<file path="config.mk">
export PLATFORM = sky130hd
export DESIGN_NAME = masked_byte_pattern_search_core
export DESIGN_NICKNAME = d
export VERILOG_FILES = /design/src/rtl/core/mbps_pkg.sv /design/src/rtl/core/masked_byte_pattern_search_core.sv /design/src/rtl/core/mbps_front.sv /design/src/rtl/core/mbps_queue.sv /design/src/rtl/core/mbps_back.sv
export SDC_FILE = /design/constraint.sdc
export NUM_CORES = 1
export LEC_CHECK = 0
export BUFFER_PORTS_ARGS = -buffer_cell sky130_fd_sc_hd__buf_2
export CORE_UTILIZATION = 45
export CTS_CLUSTER_DIAMETER = 80
export DETAILED_ROUTE_END_ITERATION = 7
export PLACE_DENSITY = 0.7
export SLEW_MARGIN = 10
export SYNTH_ARGS = -nofsm -noshare
export SYNTH_HDL_FRONTEND = slang
export SYNTH_HIERARCHICAL = 1
export SYNTH_SLANG_ARGS = --single-unit
export TNS_END_PERCENT = 10
</file>
<file path="constraint.sdc">
create_clock -name clk_i -period 5.1 [get_ports clk_i]
set_input_delay 0.765 -clock clk_i [delete_from_list [all_inputs] [get_ports clk_i]]
set_output_delay 0.765 -clock clk_i [all_outputs]
set_load 0.01 [all_outputs]
</file>
<file path="src/rtl/core/mbps_pkg.sv">
`default_nettype none

package mbps_pkg;

  // Longest pattern and offset width of the scan
  localparam int MAX_PATTERN = 16;
  localparam int OFFSET_BITS = 32;

  // Pattern bytes that the configuration registers can hold
  localparam int PAT_BYTES = 16;

  localparam int HIST_DEPTH = (MAX_PATTERN > 1) ? MAX_PATTERN - 1 : 1;
  localparam int LEN_W      = $clog2(MAX_PATTERN + 1);
  localparam int IDX_W      = (MAX_PATTERN > 1) ? $clog2(MAX_PATTERN) : 1;

  localparam int QUEUE_DEPTH = 4;
  localparam int QPTR_W      = $clog2(QUEUE_DEPTH);

  localparam int CFG_IDX_W  = 3;
  localparam int CFG_DATA_W = 64;

  typedef enum logic [CFG_IDX_W-1:0] {
    CFG_PATTERN_LOW    = 3'd0,
    CFG_PATTERN_HIGH   = 3'd1,
    CFG_CARE_MASK      = 3'd2,
    CFG_PATTERN_LENGTH = 3'd3,
    CFG_SCAN_START     = 3'd4,
    CFG_SCAN_LIMIT     = 3'd5
  } cfg_reg_e;

  typedef struct packed {
    logic [7:0]             data_byte;
    logic [OFFSET_BITS-1:0] byte_offset;
    logic                   region_first;
    logic                   new_scan;
  } in_t;

  typedef struct packed {
    logic                   match_hit;
    logic [OFFSET_BITS-1:0] match_offset;
    logic                   already_found;
  } out_t;

  typedef struct packed {
    logic [63:0]            pattern_low;
    logic [63:0]            pattern_high;
    logic [PAT_BYTES-1:0]   care_mask;
    logic [4:0]             pattern_length;
    logic [OFFSET_BITS-1:0] scan_start;
    logic [OFFSET_BITS-1:0] scan_limit;
  } cfg_t;

  // One classified byte on its way from the front to the back
  typedef struct packed {
    logic                   candidate;
    logic                   new_scan;
    logic [OFFSET_BITS-1:0] match_start;
  } cand_t;

endpackage

`default_nettype wire

</file>
<file path="src/rtl/core/masked_byte_pattern_search_core.sv">
// Masked byte signature scan.
// Input channel (in_valid_i / in_ready_o / in_data_i): one beat per scanned byte,
// with its offset, a region-start flag and a new-scan flag. Output channel
// (out_valid_o / out_ready_i / out_data_o): exactly one beat per input beat, in
// order, telling whether this byte completes the first match of the scan.
// Configuration: write cfg_we_i with a register index and data; registers are
// pattern low/high, care mask, pattern length, scan start and scan limit.
// Write them only while no beat is in flight.
// With no stall, a taken input beat is written into the queue, then popped into
// the output register behind out_valid_o. Sustained throughput is one byte per
// cycle while out_ready_i stays high: the front compares the whole window in
// parallel and the back resolves the first-match flag in one step. The front and
// back are split by a four-entry queue; when the receiver stalls, the output
// register holds, the queue fills, and in_ready_o drops only once it is full.
// Reset clears the window fill count, the found flag, the queue and the output
// valid, and loads the register defaults (care mask all ones, length one,
// full scan range).
`default_nettype none

module masked_byte_pattern_search_core (
  input  wire logic                            clk_i,
  input  wire logic                            rst_ni,
  input  wire logic                            cfg_we_i,
  input  wire logic [mbps_pkg::CFG_IDX_W-1:0]  cfg_index_i,
  input  wire logic [mbps_pkg::CFG_DATA_W-1:0] cfg_wdata_i,
  input  wire logic                            in_valid_i,
  output logic                                 in_ready_o,
  input  wire mbps_pkg::in_t                   in_data_i,
  output logic                                 out_valid_o,
  input  wire logic                            out_ready_i,
  output mbps_pkg::out_t                       out_data_o
);

  localparam int OfsW = mbps_pkg::OFFSET_BITS;

  mbps_pkg::cfg_t  cfg_q;
  logic            push, q_full, pop, q_empty;
  mbps_pkg::cand_t push_data, pop_data;

  // Configuration registers; unknown indexes drop the write
  always_ff @(posedge clk_i or negedge rst_ni) begin
    if (!rst_ni) begin
      cfg_q.pattern_low    <= '0;
      cfg_q.pattern_high   <= '0;
      cfg_q.care_mask      <= '1;
      cfg_q.pattern_length <= 5'd1;
      cfg_q.scan_start     <= '0;
      cfg_q.scan_limit     <= '1;
    end else if (cfg_we_i) begin
      case (mbps_pkg::cfg_reg_e'(cfg_index_i))
        mbps_pkg::CFG_PATTERN_LOW:    cfg_q.pattern_low    <= cfg_wdata_i[63:0];
        mbps_pkg::CFG_PATTERN_HIGH:   cfg_q.pattern_high   <= cfg_wdata_i[63:0];
        mbps_pkg::CFG_CARE_MASK:
          cfg_q.care_mask <= cfg_wdata_i[mbps_pkg::PAT_BYTES-1:0];
        mbps_pkg::CFG_PATTERN_LENGTH: cfg_q.pattern_length <= cfg_wdata_i[4:0];
        mbps_pkg::CFG_SCAN_START:     cfg_q.scan_start     <= cfg_wdata_i[OfsW-1:0];
        mbps_pkg::CFG_SCAN_LIMIT:     cfg_q.scan_limit     <= cfg_wdata_i[OfsW-1:0];
        default: begin
        end
      endcase
    end
  end

  // Front: take a byte, advance the window, classify the candidate match
  mbps_front u_front (
    .clk_i       (clk_i),
    .rst_ni      (rst_ni),
    .cfg_i       (cfg_q),
    .in_valid_i  (in_valid_i),
    .in_ready_o  (in_ready_o),
    .in_data_i   (in_data_i),
    .q_full_i    (q_full),
    .push_o      (push),
    .push_data_o (push_data)
  );

  mbps_queue u_queue (
    .clk_i       (clk_i),
    .rst_ni      (rst_ni),
    .push_i      (push),
    .push_data_i (push_data),
    .full_o      (q_full),
    .pop_i       (pop),
    .empty_o     (q_empty),
    .pop_data_o  (pop_data)
  );

  // Back: check the scan range, keep only the first match, drive the result beat
  mbps_back u_back (
    .clk_i       (clk_i),
    .rst_ni      (rst_ni),
    .cfg_i       (cfg_q),
    .q_empty_i   (q_empty),
    .q_data_i    (pop_data),
    .pop_o       (pop),
    .out_valid_o (out_valid_o),
    .out_ready_i (out_ready_i),
    .out_data_o  (out_data_o)
  );

endmodule

`default_nettype wire

</file>
<file path="src/rtl/core/mbps_front.sv">
`default_nettype none

module mbps_front (
  input  wire logic           clk_i,
  input  wire logic           rst_ni,
  input  wire mbps_pkg::cfg_t cfg_i,
  input  wire logic           in_valid_i,
  output logic                in_ready_o,
  input  wire mbps_pkg::in_t  in_data_i,
  input  wire logic           q_full_i,
  output logic                push_o,
  output mbps_pkg::cand_t     push_data_o
);

  localparam int MaxPat = mbps_pkg::MAX_PATTERN;
  localparam int LenW   = mbps_pkg::LEN_W;
  localparam int IdxW   = mbps_pkg::IDX_W;
  localparam int OfsW   = mbps_pkg::OFFSET_BITS;

  logic [7:0]             hist_q [mbps_pkg::HIST_DEPTH];
  logic [LenW-1:0]        fill_q, fill_d, fill_cur;
  logic [LenW-1:0]        len, len_m1;
  logic [7:0]             win [MaxPat];
  logic [MaxPat-1:0]      byte_ok;
  logic [8*mbps_pkg::PAT_BYTES-1:0] pat_all;
  logic                   fill_ok, offs_ok, accept;

  assign in_ready_o = !q_full_i;
  assign accept     = in_valid_i && !q_full_i;
  assign push_o     = accept;
  assign pat_all    = {cfg_i.pattern_high, cfg_i.pattern_low};

  // Clamp the length register into 1..MAX_PATTERN
  always_comb begin
    if (cfg_i.pattern_length == '0) begin
      len = LenW'(1);
    end else if (int'(cfg_i.pattern_length) > MaxPat) begin
      len = LenW'(MaxPat);
    end else begin
      len = LenW'(cfg_i.pattern_length);
    end
  end
  assign len_m1 = len - LenW'(1);

  // Region start or new scan empties the window before this byte
  assign fill_cur = (in_data_i.new_scan || in_data_i.region_first) ? '0 : fill_q;

  // Window newest first: the current byte, then the history
  always_comb begin
    win[0] = in_data_i.data_byte;
    for (int k = 1; k < MaxPat; k++) begin
      win[k] = hist_q[k-1];
    end
  end

  for (genvar i = 0; i < MaxPat; i++) begin : g_cmp
    if (i < mbps_pkg::PAT_BYTES) begin : g_cared
      logic [LenW-1:0] pos;
      assign pos        = len_m1 - LenW'(i);
      assign byte_ok[i] = (LenW'(i) >= len) || !cfg_i.care_mask[i] ||
                          (win[pos[IdxW-1:0]] == pat_all[8*i +: 8]);
    end else begin : g_wild
      assign byte_ok[i] = 1'b1;
    end
  end

  assign fill_ok = (fill_cur + LenW'(1)) >= len;
  assign offs_ok = in_data_i.byte_offset >= OfsW'(len_m1);

  assign push_data_o.candidate   = (&byte_ok) && fill_ok && offs_ok;
  assign push_data_o.new_scan    = in_data_i.new_scan;
  assign push_data_o.match_start = in_data_i.byte_offset - OfsW'(len_m1);

  // Saturate the fill count at the history depth
  assign fill_d = (fill_cur == LenW'(MaxPat - 1)) ? fill_cur : fill_cur + LenW'(1);

  always_ff @(posedge clk_i or negedge rst_ni) begin
    if (!rst_ni) begin
      fill_q <= '0;
    end else if (accept) begin
      fill_q <= fill_d;
    end
  end

  always_ff @(posedge clk_i) begin
    if (accept) begin
      hist_q[0] <= in_data_i.data_byte;
      for (int k = 1; k < mbps_pkg::HIST_DEPTH; k++) begin
        hist_q[k] <= hist_q[k-1];
      end
    end
  end

endmodule

`default_nettype wire

</file>
<file path="src/rtl/core/mbps_queue.sv">
`default_nettype none

module mbps_queue (
  input  wire logic            clk_i,
  input  wire logic            rst_ni,
  input  wire logic            push_i,
  input  wire mbps_pkg::cand_t push_data_i,
  output logic                 full_o,
  input  wire logic            pop_i,
  output logic                 empty_o,
  output mbps_pkg::cand_t      pop_data_o
);

  localparam int Depth = mbps_pkg::QUEUE_DEPTH;
  localparam int PtrW  = mbps_pkg::QPTR_W;

  mbps_pkg::cand_t  entry_q [Depth];
  logic [PtrW-1:0]  wr_ptr_q, rd_ptr_q;
  logic [PtrW:0]    count_q;

  assign full_o     = count_q == (PtrW + 1)'(Depth);
  assign empty_o    = count_q == '0;
  assign pop_data_o = entry_q[rd_ptr_q];

  function automatic logic [PtrW-1:0] next_ptr(input logic [PtrW-1:0] ptr);
    next_ptr = (ptr == PtrW'(Depth - 1)) ? '0 : ptr + PtrW'(1);
  endfunction

  always_ff @(posedge clk_i or negedge rst_ni) begin
    if (!rst_ni) begin
      wr_ptr_q <= '0;
      rd_ptr_q <= '0;
      count_q  <= '0;
    end else begin
      if (push_i) begin
        wr_ptr_q <= next_ptr(wr_ptr_q);
      end
      if (pop_i) begin
        rd_ptr_q <= next_ptr(rd_ptr_q);
      end
      if (push_i && !pop_i) begin
        count_q <= count_q + (PtrW + 1)'(1);
      end else if (pop_i && !push_i) begin
        count_q <= count_q - (PtrW + 1)'(1);
      end
    end
  end

  always_ff @(posedge clk_i) begin
    if (push_i) begin
      entry_q[wr_ptr_q] <= push_data_i;
    end
  end

endmodule

`default_nettype wire

</file>
<file path="src/rtl/core/mbps_back.sv">
`default_nettype none

module mbps_back (
  input  wire logic            clk_i,
  input  wire logic            rst_ni,
  input  wire mbps_pkg::cfg_t  cfg_i,
  input  wire logic            q_empty_i,
  input  wire mbps_pkg::cand_t q_data_i,
  output logic                 pop_o,
  output logic                 out_valid_o,
  input  wire logic            out_ready_i,
  output mbps_pkg::out_t       out_data_o
);

  logic           out_valid_q;
  logic           found_q, found_d;
  logic           prior, hit, in_range;
  mbps_pkg::out_t out_data_q, out_data_d;

  assign pop_o = !q_empty_i && (!out_valid_q || out_ready_i);

  assign in_range = (q_data_i.match_start >= cfg_i.scan_start) &&
                    (q_data_i.match_start <  cfg_i.scan_limit);
  assign prior    = q_data_i.new_scan ? 1'b0 : found_q;
  assign hit      = !prior && q_data_i.candidate && in_range;
  assign found_d  = prior || hit;

  assign out_data_d.match_hit     = hit;
  assign out_data_d.match_offset  = hit ? q_data_i.match_start : '0;
  assign out_data_d.already_found = prior;

  always_ff @(posedge clk_i or negedge rst_ni) begin
    if (!rst_ni) begin
      out_valid_q <= 1'b0;
      found_q     <= 1'b0;
    end else begin
      if (pop_o) begin
        out_valid_q <= 1'b1;
        found_q     <= found_d;
      end else if (out_ready_i) begin
        out_valid_q <= 1'b0;
      end
    end
  end

  always_ff @(posedge clk_i) begin
    if (pop_o) begin
      out_data_q <= out_data_d;
    end
  end

  assign out_valid_o = out_valid_q;
  assign out_data_o  = out_data_q;

endmodule

`default_nettype wire
</file>
After elaboration in Yosys (flattened, before gate mapping)
Memories as Yosys holds them, arrays and structs flattened.
Cells that the tools add are included.
{ "totals": {"ram_bits": 256, "memories": 2, "regBits": 261, "input_bits": 114, "out_inout_bits": 36, "elab_cells": 256} }
{ "classes": {"n_reduce_logical": 78, "addsub": 22, "magnitude_cmp": 37, "eq_ne": 25, "muxes": 61, "bitwise_logic": 16} }
{ "mem_list": {"columns": ["memory", "depth", "word_bits", "rd", "rd_ports_with_merged_regs", "wr", "line_no", "rtl"], "rows": [
  ["u_queue.entry_q", 4, 34, 1, 0, 1, "mbps_queue.sv:17", "mbps_pkg::cand_t entry_q [Depth];"],
  ["u_front.hist_q", 15, 8, 15, 0, 15, "mbps_front.sv:20", "logic [7:0] hist_q [mbps_pkg::HIST_DEPTH];"]
]} }
{ "ops": {"columns": ["operator", "count"], "rows": [
  ["binary-select mux 8 bit (select 4 bit)", 16],
  ["two-way mux 8 bit", 32],
  ["equality test 8 bit", 16],
  [">= comparator 5 bit (second input constant)", 16],
  ["inverter 4 -> 5 bit", 16],
  [">= comparator 4 x 5 -> 1 bit (first input constant)", 8],
  ["logical OR 1 bit", 35],
  [">= comparator 32 bit", 1],
  [">= comparator 32 x 5 -> 1 bit", 1],
  ["less-than comparator 32 bit", 1],
  ["subtractor 32 x 5 -> 32 bit", 1],
  ["subtractor 4 bit (second input constant)", 8],
  ["zero test 1 bit", 22],
  [">= comparator 3 x 5 -> 1 bit (first input constant)", 4],
  ["two-way mux 5 bit", 4],
  ["AND reduction 16 bit", 1],
  ["subtractor 4 x 3 -> 4 bit (second input constant)", 4],
  ["AND reduction 2 bit", 6],
  [">= comparator 1 x 5 -> 1 bit (first input constant)", 2],
  [">= comparator 2 x 5 -> 1 bit (first input constant)", 2],
  ["equality test 3 bit (second input constant)", 3],
  ["logical AND 1 bit", 9],
  ["subtractor 4 x 2 -> 4 bit (second input constant)", 2],
  ["equality test 3 x 2 -> 1 bit (second input constant)", 2],
  ["other kinds (17)", 27]
]} }

Depth between registers and ports, before layout
Gate-level depths: netlist (run 1).
{ "depth": {"word_depth": 14, "mapped_depth": 21, "mapped_depth_nobuf": 15} }

Modules after synthesis
Netlist (run 1), hierarchy kept.
{ "by_module_without_submodules": {"columns": ["mod", "seq_area_each_um2", "cells_per_inst", "n_inst", "area_each_um2"], "rows": [
  ["mbps_front", 3728.6, 1288, 1, 13497.9],
  ["masked_byte_pattern_search_core", 5391.4, 455, 1, 8354.3],
  ["mbps_queue", 4259.1, 215, 1, 5376.4],
  ["mbps_back", 1071.0, 301, 1, 2994.1]
]} }

Least setup slack after synthesis (run 1)
Ideal clock, no wire load.
{ "synth_timing": {"path_type": "reg2reg", "startpoint": "register cfg_q[66] (netlist bit)", "endpoint": "memory u_queue/entry_q[0][33] (netlist bit), data pin", "setup_slack_ns": -0.395, "arrival_time_ns": 5.289, "required_ns": 4.894, "path_stages_with_launch": 22, "period_less_slack_ns": 5.495, "path_cell_list": "dfrtp_1 buf_6 or3_4 a21oi_2 inv_2 buf_6 buf_6 buf_6 ha_1 xnor2_1 clkbuf_1 clkbuf_1 ha_1 clkbuf_1 clkbuf_1 clkbuf_1 mux4_2 xnor2_1 nand4_1 nor4_1 o221ai_1 nor4_2"} }
{ "synth_lines": {"columns": ["item", "line_no", "rtl"], "rows": [
  ["from (decl)", "masked_byte_pattern_search_core.sv:36", "mbps_pkg::cfg_t cfg_q;"],
  ["to (decl)", "mbps_queue.sv:17", null]
]} }

==> summary.md, run 1 <==
| Metric | Value |
|---|---|
| Mapped Area | 30200 sq um |
| Critical path required time | 5.61 ns |
| CP Cell Sequence | buf_4 > nand2b_1 > ha_1 > a21boi_0 > o21ai_0 > a31oi_4 > buf_4 > buf_4 > nor2_1 > buf_4 > a22oi_1 > nand2_1 > xor2_1 > nor4_2 > a221oi_1 > a2111o_1 > nor4_2 > buf_4 |
| Sequential power share | 30.0% |
| Cell count of the worst reg-to-reg path | 18 |
| Worst-path clk slew | 0.06 ns |
| Setup crit start kind | register |
| YS warnings | 6 |
| # DRC | 4 |
| CTS Buf Count | 58 |
| Row cnt | 94 |
| Final Hold Violating Endpoints | 0 |
| Number of synthesized register bits | 517 |
| Die Wd | 261 microns |
| Total power | 21.7 mW |
| Die area | 68200 sq um |
| Vias in the first global route | 20.8k |
| # nets final | 2655 |
| Relative slew slack | 31.5% |
| Post-synth ARST share | 43.9% |
| Switching part of the total power | 40.2% |
| Clock share of power | 20.0% |
| Multi-input gate area | 14800 sq um |
| LEAKAGE | 13.5 nW |
| ANT nets after route | 0 |
| Max Freq | 0.203 GHz |
| Post-DP HPWL | 66.8 mm |
| Core ar. | 66100 sq um |
| Crit path launch | cfg_q[66] |
| Combinational share of power | 50.0% |
| First-pass GRT wire length | 136 mm |
| FF-to-FF setup slack | 0.18 ns |
| Post-Synthesis Cells | 2259 |
| Most common cell after layout, fill and taps aside | edfxtp_1 |
| I/O Buffers | 149 |
| Ys flop type | edfxtp_1 |
| Largest area contributor in the netlist | edfxtp_1 |
| Top Ports | 150 |
| Worst Skew | 0.0236 ns |
| Longest Clk Path Bufs | 3 |
| Syn Area/Cell | 13.4 sq um |
| Vias per cell | 6.24 |
| Max Slew Vio Count | 0 |
| Crit path max fanout | 25 |
| Critical path class | reg2reg |
| Post-synthesis sequential area ratio | 47.8% |
| Initial antenna violation count | 3 |
| Period Utilization, post-route | 96.5% |
| Clock sinks | 517 |
| Commonest non-fill, non-tap cells in the layout | edfxtp_1 (290), dfrtp_1 (177), buf_2 (148) |
| Crit-path most repeated cell | buf_4 |
| FF+latch area | 14500 sq um |
| H-Tree Depth | 2 |
| Setup violations, final | 0 |
| # fillers | 5571 |
| Sum of buffers and inverters on the critical path | 5 |
| Synth area leaders | edfxtp_1 (29%), dfrtp_1 (15%), mux4_2 (9.3%) |
| Final min period | 4.92 ns |
| Share of layout cells above drive strength 1 | 29.6% |
| Crit-path slowest cell | a2111o_1 |
| Reg2Reg Capture Point | u_queue/entry_q[1][33] |
| Hold Path Class | in2async |
| Status | finished, violations left |
| EDFF count, synth | 290 |
| ANT cells | 0 |
| GRT Total Usage | 26.9% |
| Final WL | 91.9 mm |
| DR pass1 iterations | 8 |
| Switching pwr | 8.74 mW |
| Area grow syn2layout | 13.5% |
| Worst R2R Start | cfg_q[66] |
| Max incr delay on CP | 0.46 ns |
| Internal power | 13.0 mW |
| Starting Density | 45.7% |
| Post-synth top area share | 28.8% |
| Finished Core Util | 51.9% |
| Initial DRC count | 2237 |
| CP endpoint kind | register |
| Vias | 20.9k |
| Die H | 261 microns |
| Post-synthesis net count | 2471 |
| Clock Tree Root | clkbuf_16 |
| Peak supply drop | 0.360 mV |
| CP top delay family | compound AO/OA/AOI/OAI gates |
| CTS tree | done |
| Pin count of the biggest net entering global routing | 119 |
| CP endpoint | u_queue/entry_q[1][33] |
| Worst slew pin tran | 1.02 ns |
| Routability cong. | 1.02 |
| Violated checks | DRC |
| Power density over cell area | 634 nW/um^2 |
| Wire per inst | 27.4 microns |
| Total gr overflow | 0 |
| Stages on the worst setup path | 18 |
| WP data arrival | 5.43 ns |
| Worst skew pair latency | 0.64 ns |
| Number of max-cap violations | 0 |
| Synth cell types | 88 |
-- routing by layer --
layer,vias up,GRT usage [%],wire (microns)
li1,9066,-,-
met2,1012,42.4,42600
met3,159,6.17,8560
met4,4,8.61,2980
met1,10700,36.8,37700
met5,-,0,27
-- power groups by stage --
| stage | Clock, mW | Combinational, mW | Sequential, mW |
|---|---|---|---|
| after detailed placement | 0 | 10.6 | 6.57 |
| after floorplan | 0 | 7.44 | 6.27 |
| after global placement | 0 | 10.3 | 6.53 |
| final | 4.35 | 10.9 | 6.52 |
| after CTS | 4.43 | 10.6 | 6.50 |
| after global routing | 4.61 | 11.5 | 6.62 |
-- registers in the layout, summed over array words and instances (netlist names) --
register            cells
cfg_q                 213
u_back/found_q          1
u_back/out_data_o      34
u_back/out_valid_o      1
u_front/fill_q          5
u_front/hist_q        120
u_queue/count_q         3
u_queue/entry_q       136
u_queue/rd_ptr_q        2
u_queue/wr_ptr_q        2
-- cell type report --
cell class,count,area share (%)
clock inverters,36,1.25
repair buffers,249,4.73
well taps,864,3.15
clock buffers,73,4.60
inverters,98,1.09
flip-flops and latches,517,42.1
multi-input cells,1519,43.0
-- cell families (layout without fill, tap and decap cells) --
family | Yosys count | after routing | share of synthesized area, %
flip-flops | 517 | 517 | 47.8
buffers and inverters | 223 | 456 | 3.71
AO/OA/AOI/OAI | 384 | 384 | 9.06
XOR/XNOR | 174 | 174 | 5.09
multiplexers | 508 | 508 | 24.1
adder cells (fa/ha/maj) | 101 | 101 | 4.21
AND/OR/NAND/NOR | 352 | 352 | 5.98
-- repair_timing --
action / CTS / global route
gates resized for setup: 1 / 8
setup endpoints to repair: 4 / 4
hold buffers: 0 / 0
pin swaps: 0 / 1
setup buffers: 0 / 1
-- cell usage after synthesis (57+ instances only) --
master    instances
mux2i_1         147
mux4_2          125
xor2_1           80
inv_1            92
xnor2_1          92
a21oi_1          96
edfxtp_1        290
nor2_1           85
ha_1             96
o21ai_0          63
mux2_4           70
mux2_1           57
mux2_2          103
dfrtp_1         178
nand2_1          80
clkbuf_1         67
-- stage by stage --
stage               instances  TNS (ns)  setup WS (ns)  instance area (sq um)  hold WS (ns)
CTS                      3355         0         0.0838                  34300        0.0527
global placement         3246   -0.0670        -0.0168                  32200         0.464
finish                   3356         0          0.176                  34300        0.0364
floorplan                2259         0         0.0573                  30300         0.446
detailed placement       3246         0         0.0576                  32200         0.476
global route             3356   -0.0180       -0.00478                  34300        0.0829
-- worst min-delay path by stage --
| stage | startpoint | end | slack, ns | cells past startpoint |
|---|---|---|---|---|
| finish | rst_ni | cfg_q[210] | 0.04 | 1 |
| global route | rst_ni | cfg_q[210] | 0.08 | 1 |
| CTS | rst_ni | cfg_q[146] | 0.05 | 1 |
| detailed placement | u_front/fill_q[4] | u_front/fill_q[4] | 0.48 | 2 |
| global placement | u_front/fill_q[4] | u_front/fill_q[4] | 0.46 | 2 |
| floorplan | u_front/fill_q[4] | u_front/fill_q[4] | 0.45 | 2 |
Note: power is estimated with default switching activity, not from simulation.
==> run 2, diff against run 1 <==
ABC_AREA = 1   (was unset)
CAP_MARGIN = 25   (was unset)
==> run 2 against run 1 <==
The flow still finishes with violations (DRC). Clock power hardly changed. Combinational power is 6% higher. Via count is 46% higher. Register-to-register slack better by 0.59 ns. Clock skew hardly changed. Fmax is 14% higher.
==> summary.md, run 2 <==
| Metric | Value |
|---|---|
| Biggest regs | cfg_q: 213 flops, u_queue/entry_q: 136 flops, u_front/hist_q: 120 flops |
| Most common cell after layout, fill and taps aside | nand2_1 |
| Synth top cells by count | nand2_1 (1847), nand3_1 (900), inv_1 (408) |
| Die Wd | 272 microns |
| Crit-path slowest cell | buf_4 |
| Pin count of the biggest net entering global routing | 148 |
| Critical path class | reg2reg |
| Crit path max fanout | 39 |
| WP data arrival | 4.77 ns |
| Post-synth top area share | 26.6% |
| YS warnings | 6 |
| Max incr delay on CP | 0.49 ns |
| CP Cell Sequence | inv_2 > nand2_2 > buf_4 > nand2_1 > nand2_1 > buf_4 > ha_1 > inv_1 > nand2_1 > nand3_1 > nand2_2 > nand2_1 > nand2_1 > nand2_1 > nand2_1 > nand3_1 > nor2_1 > nand2_1 > nand2_1 > nand2_1 > nor2_1 > nand3_1 > nor2_1 |
| Top Ports | 150 |
| Crit path launch | cfg_q[68] |
| LEAKAGE | 18.0 nW |
| Total power | 22.0 mW |
| Area grow syn2layout | 9.95% |
| Syn Area/Cell | 7.38 sq um |
| Initial antenna violation count | 6 |
| Die area | 73700 sq um |
| Vias per cell | 5.58 |
| Ys flop type | edfxtp_1 |
| Clock sinks | 517 |
| DR pass1 iterations | 8 |
| First-pass GRT wire length | 161 mm |
| Number of max-cap violations | 0 |
| Max Freq | 0.231 GHz |
| Hold bufs inserted after CTS | 0 |
| GRT Total Usage | 28.4% |
| Post-synthesis sequential area ratio | 44.2% |
| Met1 Wirelength | 45.4 mm |
| Share of layout cells above drive strength 1 | 9.23% |
| Largest area contributor in the netlist | edfxtp_1 |
| Synth cell types | 47 |
| Vias | 30.6k |
| Final WL | 106 mm |
| Violated checks | DRC |
| EDFF count, synth | 290 |
| Finished Cell Area | 35900 sq um |
| Top-count cell post-synth | nand2_1 |
| Worst-path clk slew | 0.06 ns |
| Wire per inst | 19.4 microns |
| Vias in the first global route | 26.8k |
| Relative slew slack | 29.8% |
| Max reg flops | 213 |
| Setup TNS | 0 ns |
| Power density over cell area | 612 nW/um^2 |
| Worst slew pin tran | 1.05 ns |
| Sum of buffers and inverters on the critical path | 4 |
| Starting Density | 45.6% |
| Commonest non-fill, non-tap cells in the layout | nand2_1 (1845), nand3_1 (900), inv_1 (407) |
| Worst R2R Start | cfg_q[68] |
| Post-Synthesis Cells | 4432 |
| # DRC | 1 |
| Area after DPL | 34000 sq um |
| Period Utilization, post-route | 84.9% |
| Final Hold Violating Endpoints | 0 |
| Row cnt | 98 |
| # fillers | 6890 |
| Setup crit start kind | register |
| # nets final | 4693 |
| DR WL met3 | 10.8 mm |
| Synth area leaders | edfxtp_1 (27%), nand2_1 (21%), nand3_1 (14%) |
| Peak supply drop | 0.369 mV |
| Post-DP HPWL | 75.8 mm |
| Core ar. | 71700 sq um |
| I/O Buffers | 149 |
| Routability cong. | 1.00 |
| CTS Buf Count | 58 |
| Status | finished, violations left |
| Max Slew Vio Count | 0 |
| ANT nets after route | 0 |
| CTS resizes | 0 |
| WL met2 | 46.1 mm |
| CP endpoint kind | register |
| Post-synthesis net count | 4644 |
| Critical path required time | 5.53 ns |
| Post-synth ARST share | 43.9% |
| Setup violations, final | 0 |
| Clock Tree Root | clkbuf_16 |
| Longest Clk Path Bufs | 3 |
| Die H | 272 microns |
| Worst skew pair latency | 0.66 ns |
| RSZ-0062 raised after global routing | no |
| Worst Skew | 0.0238 ns |
| Hold Path Class | in2async |
| Highest routed layer | met5 |
| H-Tree Depth | 2 |
| Mapped Area | 32700 sq um |
| Number of synthesized register bits | 517 |
| Final min period | 4.33 ns |
| Crit-path most repeated cell | nand2_1 |
| Initial DRC count | 3960 |
| Post-CTS Repair Setup Buffers | 0 |
| CP top delay family | simple AND/OR/NAND/NOR gates |
| Total gr overflow | 0 |
| CTS tree | done |
| Most flops, register | cfg_q |
run 2: changes by cell type after synthesis, moves of 58 or more:
| cell | before | now |
|---|---|---|
| a21oi_1 | 96 | 38 |
| inv_1 | 92 | 408 |
| buf_2 | 13 | 78 |
| nand2_1 | 80 | 1847 |
| o211ai_1 | 11 | 70 |
| xnor2_1 | 92 | 24 |
| mux2_2 | 103 | 0 |
| nand3_1 | 16 | 900 |
| mux2_4 | 70 | 0 |
| xor2_1 | 80 | 21 |
| mux2i_1 | 147 | 0 |
| mux4_2 | 125 | 0 |
run 2: path summary, 6_finish.rpt:
kind                                           to  slack, ns  depth (start not counted)
max                        u_queue/entry_q[2][33]       0.77                         23
min                                    cfg_q[176]       0.17                          1
max reg2reg                u_queue/entry_q[2][33]       0.77                         23
min reg2reg                 u_front/hist_q[2][10]       0.45                          0
max in group asynchronous               cfg_q[25]       3.89                          2
min in group clk_i           u_front/hist_q[0][6]       0.30                          1
run 2: layout make-up:
class / instances / area [sq um] / share of cell area, %
antenna: 1 / 2.50 / 0.00696
clock buffer: 66 / 1530 / 4.26
clock inverter: 43 / 422 / 1.17
inverter: 426 / 1600 / 4.46
multi-input combinational: 3285 / 15600 / 43.3
sequential: 517 / 14500 / 40.2
tap: 950 / 1190 / 3.31
timing repair buffer: 193 / 1200 / 3.33
run 2: logic make-up after synthesis:
family,synth area share (%)
adder cells (fa/ha/maj),3.80
flip-flops,44.2
buffers and inverters,8.39
AND/OR/NAND/NOR,39.5
XOR/XNOR,1.21
AO/OA/AOI/OAI,2.91
run 2: metrics by stage:
step | instances | hold slack, ns | utilization (%) | setup slack (ns)
after floorplan | 4432 | 0.426 | - | 0.325
after global placement | 5371 | 0.430 | 47.4 | 0.953
after detailed placement | 5371 | 0.433 | 47.4 | 0.868
after CTS | 5480 | 0.189 | 50.1 | 0.812
after global routing | 5481 | 0.238 | 50.1 | 0.461
final | 5481 | 0.171 | 50.1 | 0.769
run 2: per-layer routing:
| metal | track usage [%] | vias up |
|---|---|---|
| met5 | 0 | - |
| met4 | 9.82 | 6 |
| met3 | 5.33 | 224 |
| met2 | 42.8 | 1585 |
| met1 | 40.7 | 14200 |
| li1 | - | 14500 |
run 2: power by group:
group          total, mW  switching [mW]  leakage (nW)  internal (mW)
logic               11.5            8.12          11.5           3.35
clock network       4.32            1.85         0.957           2.47
registers           6.22           0.571          5.51           5.65
